`src/rtl/core/bma_pkg.sv`:
```
// Shared types, codes and defaults for the bus master arbiter.
package bma_pkg;

  localparam int NUM_MASTERS_DEF = 16;
  localparam int FIELD_W         = 16;
  localparam int MIDX_W          = 4;
  localparam int CFG_IDX_W       = 3;
  localparam int CFG_DATA_W      = 16;

  // transfer types
  localparam logic [1:0] TRANS_IDLE   = 2'd0;
  localparam logic [1:0] TRANS_BUSY   = 2'd1;
  localparam logic [1:0] TRANS_NONSEQ = 2'd2;
  localparam logic [1:0] TRANS_SEQ    = 2'd3;

  // burst types
  localparam logic [2:0] BURST_SINGLE = 3'd0;
  localparam logic [2:0] BURST_INCR   = 3'd1;
  localparam logic [2:0] BURST_WRAP4  = 3'd2;
  localparam logic [2:0] BURST_INCR4  = 3'd3;
  localparam logic [2:0] BURST_WRAP8  = 3'd4;
  localparam logic [2:0] BURST_INCR8  = 3'd5;
  localparam logic [2:0] BURST_WRAP16 = 3'd6;
  localparam logic [2:0] BURST_INCR16 = 3'd7;

  // beat marks of the fixed-length bursts: last beats, and the first beat
  localparam logic [3:0] BEAT_LAST4  = 4'h3;
  localparam logic [3:0] BEAT_LAST8  = 4'h7;
  localparam logic [3:0] BEAT_LAST16 = 4'hf;
  localparam logic [3:0] BEAT_FIRST  = 4'h1;

  // configuration register indexes
  localparam logic [CFG_IDX_W-1:0] REG_RR_MODE     = 3'd0;
  localparam logic [CFG_IDX_W-1:0] REG_SPLIT_EN    = 3'd1;
  localparam logic [CFG_IDX_W-1:0] REG_FIXED_BURST = 3'd2;
  localparam logic [CFG_IDX_W-1:0] REG_DEFAULT_MST = 3'd3;
  localparam logic [CFG_IDX_W-1:0] REG_PRIO_MASK   = 3'd4;

  typedef struct packed {
    logic [FIELD_W-1:0] bus_requests;
    logic [FIELD_W-1:0] lock_requests;
    logic [FIELD_W-1:0] active_transfers;
    logic [FIELD_W-1:0] split_pending;
    logic [1:0]         current_trans_type;
    logic [2:0]         current_burst_type;
    logic               bus_ready;
  } item_t;

  typedef struct packed {
    logic [MIDX_W-1:0] granted_master;
    logic              grant_valid;
    logic              rearbitrated;
  } result_t;

  // settings that the selector needs
  typedef struct packed {
    logic               round_robin_mode;
    logic               split_enable;
    logic [MIDX_W-1:0]  default_master;
    logic [FIELD_W-1:0] priority_masters;
  } sel_cfg_t;

endpackage

```
`src/rtl/core/bma_select.sv`:
```
// Master selection: round robin with priority mask, or fixed highest-index priority.
module bma_select #(
  parameter int NUM_MASTERS = bma_pkg::NUM_MASTERS_DEF
) (
  input  bma_pkg::sel_cfg_t           cfg,
  input  logic [bma_pkg::FIELD_W-1:0] req,
  input  logic [bma_pkg::FIELD_W-1:0] spl,
  input  logic [bma_pkg::MIDX_W-1:0]  cur,
  output logic [bma_pkg::MIDX_W-1:0]  mast,
  output logic                        dmy
);
  import bma_pkg::*;

  localparam logic [FIELD_W-1:0] MMASK = FIELD_W'((32'd1 << NUM_MASTERS) - 32'd1);
  localparam logic [MIDX_W:0]    NUM_W = (MIDX_W+1)'(NUM_MASTERS);
  localparam logic [MIDX_W-1:0]  LAST  = MIDX_W'(NUM_MASTERS - 1);

  logic [FIELD_W-1:0] elig;
  logic [FIELD_W-1:0] prio;
  logic               any_valid;
  logic               hi_valid;
  logic               up_found;
  logic [MIDX_W-1:0]  hi_idx;
  logic [MIDX_W-1:0]  top_idx;
  logic [MIDX_W-1:0]  up_idx;
  logic [MIDX_W-1:0]  low_idx;
  logic [MIDX_W-1:0]  dflt;
  logic [MIDX_W-1:0]  nxt;

  always_comb begin
    elig = req & MMASK;
    if (cfg.split_enable) begin
      elig = elig & ~spl;
    end
    prio      = elig & cfg.priority_masters;
    any_valid = |elig;

    top_idx  = '0;
    hi_idx   = '0;
    hi_valid = 1'b0;
    for (int i = 0; i < FIELD_W; i++) begin
      if (elig[i]) begin
        top_idx = MIDX_W'(i);
      end
      if (prio[i]) begin
        hi_idx   = MIDX_W'(i);
        hi_valid = 1'b1;
      end
    end

    // lowest requester above the current master, and lowest overall
    up_idx   = '0;
    up_found = 1'b0;
    low_idx  = '0;
    for (int i = FIELD_W - 1; i >= 0; i--) begin
      if (elig[i] && (MIDX_W'(i) > cur)) begin
        up_idx   = MIDX_W'(i);
        up_found = 1'b1;
      end
      if (elig[i]) begin
        low_idx = MIDX_W'(i);
      end
    end

    if (cfg.round_robin_mode) begin
      nxt  = up_found ? up_idx : low_idx;
      dflt = cur;
    end else begin
      hi_valid = 1'b0;
      nxt      = top_idx;
      dflt     = ({1'b0, cfg.default_master} < NUM_W) ? cfg.default_master : LAST;
    end

    if (hi_valid) begin
      mast = hi_idx;
    end else if (any_valid) begin
      mast = nxt;
    end else begin
      mast = dflt;
    end

    dmy = !any_valid && cfg.split_enable && ((spl & MMASK) != '0);
  end

endmodule

```
`src/rtl/core/bus_master_arbiter.sv`:
```
// Top level of the bus master arbiter: handshakes, configuration and arbitration state.
//
// Usage: each transfer on the item channel describes one bus cycle (all masters'
// request, lock, active and split bits, the current master's transfer and burst
// type, and the bus ready flag). The block answers each item with exactly one
// result transfer: the granted master, whether a real master holds the bus, and
// whether arbitration was performed in that cycle.
// Path: an accepted item is held in the input register, then evaluated and latched
// in the result register, from which its result is offered to the receiver.
// Throughput: one item per cycle while result_ready is high; the arbitration state
// (current master, lock, beat counter, dummy flag) is updated in the same cycle the
// item moves to the result register, so consecutive items chain without a gap.
// Stall: when the receiver holds result_ready low, the result register holds,
// the input register fills once more and then item_ready drops.
// Configuration: cfg_ready is always high; write only while no item is in flight.
// Reset (rst, synchronous): round robin on, split and fixed burst off, default
// master 0, no priority masters; current master 0, unlocked, beat 1, no dummy.
module bus_master_arbiter #(
  parameter int NUM_MASTERS = bma_pkg::NUM_MASTERS_DEF
) (
  input  logic                           clk,
  input  logic                           rst,
  input  logic                           item_valid,
  output logic                           item_ready,
  input  bma_pkg::item_t                 item,
  output logic                           result_valid,
  input  logic                           result_ready,
  output bma_pkg::result_t               result,
  input  logic                           cfg_valid,
  output logic                           cfg_ready,
  input  logic [bma_pkg::CFG_IDX_W-1:0]  cfg_index,
  input  logic [bma_pkg::CFG_DATA_W-1:0] cfg_data
);
  import bma_pkg::*;

  localparam logic [FIELD_W-1:0] MMASK = FIELD_W'((32'd1 << NUM_MASTERS) - 32'd1);

  // configuration registers
  logic               round_robin_mode;
  logic               split_enable;
  logic               fixed_burst_enable;
  logic [MIDX_W-1:0]  default_master;
  logic [FIELD_W-1:0] priority_masters;

  // arbitration state
  logic [MIDX_W-1:0]  current_master;
  logic               master_locked;
  logic [3:0]         burst_beat;
  logic               dummy_selected;

  // input register
  logic               held_valid;
  item_t              held;

  logic               advance;
  logic [FIELD_W-1:0] req;
  logic [FIELD_W-1:0] lck;
  logic [FIELD_W-1:0] act;
  logic [FIELD_W-1:0] spl;
  logic               cur_req;
  logic               arb;
  logic [MIDX_W-1:0]  sel_mast;
  logic               sel_dmy;
  logic [MIDX_W-1:0]  nmast;
  logic               dmy;
  logic [MIDX_W-1:0]  owner;
  logic [MIDX_W-1:0]  current_master_next;
  logic               master_locked_next;
  logic [3:0]         burst_beat_next;
  logic               dummy_selected_next;
  sel_cfg_t           sel_cfg;

  assign cfg_ready  = 1'b1;
  // advance the held item whenever the result register is free or being drained
  assign advance    = held_valid && (!result_valid || result_ready);
  assign item_ready = !held_valid || advance;

  always_ff @(posedge clk) begin
    if (rst) begin
      round_robin_mode   <= 1'b1;
      split_enable       <= 1'b0;
      fixed_burst_enable <= 1'b0;
      default_master     <= '0;
      priority_masters   <= '0;
    end else if (cfg_valid && cfg_ready) begin
      case (cfg_index)
        REG_RR_MODE:     round_robin_mode   <= cfg_data[0];
        REG_SPLIT_EN:    split_enable       <= cfg_data[0];
        REG_FIXED_BURST: fixed_burst_enable <= cfg_data[0];
        REG_DEFAULT_MST: default_master     <= cfg_data[MIDX_W-1:0];
        REG_PRIO_MASK:   priority_masters   <= cfg_data[FIELD_W-1:0];
        default: ;
      endcase
    end
  end

  // input register: take a new transfer whenever it is empty or the held one leaves
  always_ff @(posedge clk) begin
    if (rst) begin
      held_valid <= 1'b0;
    end else if (item_ready) begin
      held_valid <= item_valid;
    end
  end

  always_ff @(posedge clk) begin
    if (item_valid && item_ready) begin
      held <= item;
    end
  end

  // drop bits of masters that do not exist
  assign req     = held.bus_requests & MMASK;
  assign lck     = held.lock_requests & MMASK;
  assign act     = held.active_transfers & MMASK;
  assign spl     = held.split_pending & MMASK;
  assign cur_req = req[current_master];

  // rearbitration decision
  always_comb begin
    arb = 1'b0;
    if (!master_locked) begin
      case (held.current_trans_type)
        TRANS_IDLE: arb = 1'b1;
        TRANS_NONSEQ: begin
          if (held.current_burst_type == BURST_SINGLE) begin
            arb = 1'b1;
          end else if (held.current_burst_type == BURST_INCR) begin
            arb = !cur_req;
          end
        end
        TRANS_SEQ: begin
          if (held.current_burst_type == BURST_INCR) begin
            arb = !cur_req;
          end else if (fixed_burst_enable) begin
            case (held.current_burst_type)
              BURST_WRAP4, BURST_INCR4:
                arb = ((burst_beat & BEAT_LAST4) == BEAT_LAST4);
              BURST_WRAP8, BURST_INCR8:
                arb = ((burst_beat & BEAT_LAST8) == BEAT_LAST8);
              BURST_WRAP16, BURST_INCR16:
                arb = ((burst_beat & BEAT_LAST16) == BEAT_LAST16);
              default: arb = 1'b0;
            endcase
          end
        end
        default: arb = 1'b0;
      endcase
    end
    // a dummy-held bus is released as soon as an unsplit master wants it
    if (split_enable && dummy_selected && (((act | req) & ~spl) != '0)) begin
      arb = 1'b1;
    end
  end

  assign sel_cfg = '{round_robin_mode: round_robin_mode,
                     split_enable:     split_enable,
                     default_master:   default_master,
                     priority_masters: priority_masters};

  bma_select #(
    .NUM_MASTERS(NUM_MASTERS)
  ) u_select (
    .cfg  (sel_cfg),
    .req  (req),
    .spl  (spl),
    .cur  (current_master),
    .mast (sel_mast),
    .dmy  (sel_dmy)
  );

  assign nmast = arb ? sel_mast : current_master;
  assign dmy   = arb ? sel_dmy : (split_enable && dummy_selected);
  assign owner = held.bus_ready ? nmast : current_master;

  // next arbitration state
  always_comb begin
    current_master_next = current_master;
    burst_beat_next     = burst_beat;
    dummy_selected_next = dummy_selected;
    if (held.bus_ready) begin
      if (held.current_trans_type == TRANS_IDLE ||
          held.current_trans_type == TRANS_NONSEQ) begin
        burst_beat_next = BEAT_FIRST;
      end else if (held.current_trans_type == TRANS_SEQ && fixed_burst_enable) begin
        burst_beat_next = burst_beat + 4'd1;
      end
      current_master_next = nmast;
      dummy_selected_next = split_enable && dmy;
    end else if (!split_enable) begin
      dummy_selected_next = 1'b0;
    end
    master_locked_next = lck[owner] || (master_locked && !held.bus_ready);
  end

  always_ff @(posedge clk) begin
    if (rst) begin
      current_master <= '0;
      master_locked  <= 1'b0;
      burst_beat     <= BEAT_FIRST;
      dummy_selected <= 1'b0;
    end else if (advance) begin
      current_master <= current_master_next;
      master_locked  <= master_locked_next;
      burst_beat     <= burst_beat_next;
      dummy_selected <= dummy_selected_next;
    end
  end

  // result register: hold while the receiver stalls
  always_ff @(posedge clk) begin
    if (rst) begin
      result_valid <= 1'b0;
    end else begin
      result_valid <= advance || (result_valid && !result_ready);
    end
  end

  always_ff @(posedge clk) begin
    if (advance) begin
      result.granted_master <= nmast;
      result.grant_valid    <= !dmy;
      result.rearbitrated   <= arb;
    end
  end

endmodule

```
`config.mk`:
```
export PLATFORM = sky130hd
export DESIGN_NAME = bus_master_arbiter
export DESIGN_NICKNAME = d
export VERILOG_FILES = /design/src/rtl/core/bma_pkg.sv /design/src/rtl/core/bma_select.sv /design/src/rtl/core/bus_master_arbiter.sv
export SDC_FILE = /design/constraint.sdc
export NUM_CORES = 1
export LEC_CHECK = 0
export ABC_AREA = 1
export BUFFER_PORTS_ARGS = -buffer_cell sky130_fd_sc_hd__buf_2
export CAP_MARGIN = 10
export CORE_MARGIN = 4
export CORE_UTILIZATION = 56
export DETAILED_ROUTE_END_ITERATION = 7
export PLACE_DENSITY = 0.85
export SLEW_MARGIN = 20
export SYNTH_ARGS = -nofsm -noshare
export SYNTH_HDL_FRONTEND = slang
export SYNTH_HIERARCHICAL = 1
export SYNTH_SLANG_ARGS = --single-unit
```
`constraint.sdc`:
```
create_clock -name clk -period 3.1 [get_ports clk]
set_clock_uncertainty 0.15 [all_clocks]
set_input_delay 0.62 -clock clk [delete_from_list [all_inputs] [get_ports clk]]
set_output_delay 0.62 -clock clk [all_outputs]
set_load 0.05 [all_outputs]
```
==> run summary <==
Max-slew violation count: 0
Hold buffer count at cts: 0
# fillers: 764
Worst slew margin: 62.1%
Die area: 11700 um2
Antenna Nets Post-Route: 0
CTS root buf: clkbuf_8
DRT met1 WL: 6.00 mm
IO Count: 103
Leakage: 3.07 nW
CTS tree: built
Pin count of the biggest net entering global routing: 49
Cell row count: 36
Arr. time, crit path: 3.26 ns
Number of global-route vias before repair: 4827
Antenna violations before repair: 0
Final worst slack: -0.00362 ns
Top cells by area, synth: edfxtp_1 40%, dfxtp_1 12%, nand2_1 11%
Final setup fails: 1
Slew @ Worst Pin: 0.568 ns
Worst-path maximum fanout: 8
Req. time, crit path: 3.26 ns
Sequential Area: 2990 um2
Global-route wire length before repair: 22.1 mm
Metal3 WL: 934 um
Top layer used by detailed routing: met4
Comb pwr share: 17.1%
CTS buffer count: 9
Switching power: 885 uW
DRC viols: 0
WL met2: 6.51 mm
Syn-to-layout area delta: 19.9%
Post-synthesis sequential area ratio: 52.9%
Total internal power: 2.36 mW
Status: finished with violations
Cell Count, Final, Fillers Out: 926
Die Span Y: 108 um
Initial DRC Count: 482
Reg power frac: 53.2%
CP max stage cell: dfxtp_2
Yosys cell types: 47
Worst vdd ir: 0.000313 V
Setup TNS: -0.00362 ns
Mapped Nets: 758
Commonest cells in the netlist: 167 x nand2_1, 76 x edfxtp_1, 71 x nor2_1
Worst hold path class: primary input to flop
Inst Count DP: 906
H-tree depth: 3
Vias/cell: 5.49
Total chip power: 3.24 mW
FFs w/ async S/R, synth: 0%
Multi-input logic area: 2350 um2
R2R setup slack: -0.004 ns
N_diodes: 0
Crit path top cell by count: nand2_1
Max-Cap Viols: 0
Worst skew pair latency: 0.37 ns
Pre-CTS WS: -0.0570 ns
Bufs and invs on worst path: 3
Syn avg cell area: 8.52 um2
Grt total ovfl: 0
Net Sw Frac: 27.3%
Count leader, synth: nand2_1
TritonRoute pass-1 iters: 5
Post-layout util: 69.2%
Area post-placement: 6430 um2
Final Hold Fails: 0
Post-DR wirelength/cell: 14.8 um
Synth Flop Type: edfxtp_1
Die width: 108 um
Initial Util: 57.7%
Worst-path clk slew: 0.10 ns
DR vias: 5082
Final #Nets: 884
Mapped cell area: 5640 um2
Synth warnings: 6
Critical path's top delay family: simple AND/OR/NAND/NOR gates
Total Routed Length: 13.7 mm
GRT Util Overall: 23.9%
Clock buffer depth: 2
Input/output buffers: 101
Post-DP HPWL: 10.6 mm
Core area: 9770 um2
Startpoint types: flop
Setup repair after global routing missed its margin: yes
WS Path Type: flop to flop
Yosys top cell area share: 40.5%
Final hold slack: 0.271 ns
Violated checks: negative setup slack
Power per Cell Area: 480 nW/um2
Post-synth EDFFs: 76
FF+latch count, synth: 111
Gpl congestion: 0.976
Share of cells above drive strength 1: 25.6%
Worst setup EP type: flop
Dominant cell type by area after synthesis: edfxtp_1
Num Clock Sinks: 111
Final std cell area, no fill: 6760 um2
Clock Power Share: 29.7%
Period minus WS final: 3.10 ns
Max Freq: 322 MHz
CP peak stage delay: 0.37 ns
Mapped Cells: 662
Period utilization: 100%
power groups by stage:
stage	clock [mW]	sequential, mW	combinational [mW]
finish	0.963	1.72	0.555
global route	1.04	1.73	0.612
CTS	0.972	1.72	0.527
detailed placement	0	1.76	0.523
global placement	0	1.75	0.510
floorplan	0	1.76	0.327
path summary, 6_finish.rpt:
path / startpoint / to / cells past startpoint
max: current_master[2] / master_locked / 29
max reg2reg: current_master[2] / master_locked / 29
min reg2reg: held_valid / result_valid / 2
min: item[60] / req[6] / 1
repair_timing:
item | in CTS | in global routing
setup endpoints to repair | 1 | 1
resized for setup | 2 | 26
pin swaps | 0 | 6
buffers inserted | 0 | 4
placed cells by master, fill, tap and decap left out, types with 2 or more instances in the layout:
cell	synthesis	final
nand3_4	2	2
a21boi_2	1	2
a21oi_2	1	2
nand4_1	6	6
ha_1	2	2
inv_1	70	66
bufinv_16	0	2
nand2_4	5	6
nand3_1	55	52
buf_4	2	23
buf_2	2	101
o21ai_1	6	6
nand2_1	167	163
inv_2	8	10
o21ai_2	9	9
clkbuf_8	0	10
a21boi_1	4	5
o21ai_0	41	40
o21bai_1	12	12
dfxtp_1	35	31
a21oi_1	23	22
buf_12	0	2
dfxtp_2	0	3
a31oi_1	6	6
edfxtp_1	76	76
nand2_2	7	10
nor2_1	71	70
clkinv_2	0	2
nor3_1	11	10
nor4_1	6	6
o211ai_1	2	2
mux2i_1	2	2
o21ai_4	1	2
nand3_2	2	5
nor2_2	3	3
layer usage:
metal	vias up	track usage (%)
li1	2475	-
met1	2366	32.0
met2	214	39.0
met3	27	3.52
met4	0	10.4
met5	-	0
cells by family (layout without fill, tap and decap cells):
kind of cell	count (synthesis)	in the layout	share of synthesized area [%]
compound gates	116	116	12.8
xor+xnor	1	1	0.155
fa+ha+maj	2	2	0.444
buf+inv	91	222	6.50
flops	111	111	52.9
mux	2	2	0.355
other cells	1	1	0.0665
simple gates	338	338	26.7
state kept, by name (all words and copies together) (netlist names):
| signal | cells |
|---|---|
| lck | 16 |
| split_enable | 1 |
| result_valid | 1 |
| current_master | 4 |
| default_master | 4 |
| held_valid | 1 |
| dummy_selected | 1 |
| result | 6 |
| master_locked | 1 |
| act | 16 |
| fixed_burst_enable | 1 |
| held | 6 |
| burst_beat | 4 |
| round_robin_mode | 1 |
| req | 16 |
| priority_masters | 16 |
| spl | 16 |
worst reg2reg max path: cells and delay by family, from the launching register on:
family | cells | cell delay [ns]
buffers and inverters | 3 | 0.24
AO/OA/AOI/OAI | 3 | 0.47
flip-flops | 1 | 0.37
AND/OR/NAND/NOR | 23 | 1.82
layout make-up:
type | instances | area share [%]
clock buffers | 11 | 2.09
flip-flops and latches | 111 | 44.2
multi-input cells | 460 | 34.8
well taps | 133 | 2.46
inverters | 79 | 4.48
clock inverters | 5 | 1.20
repair buffers | 127 | 10.8
No activity file was read; power rests on OpenSTA's default activity.
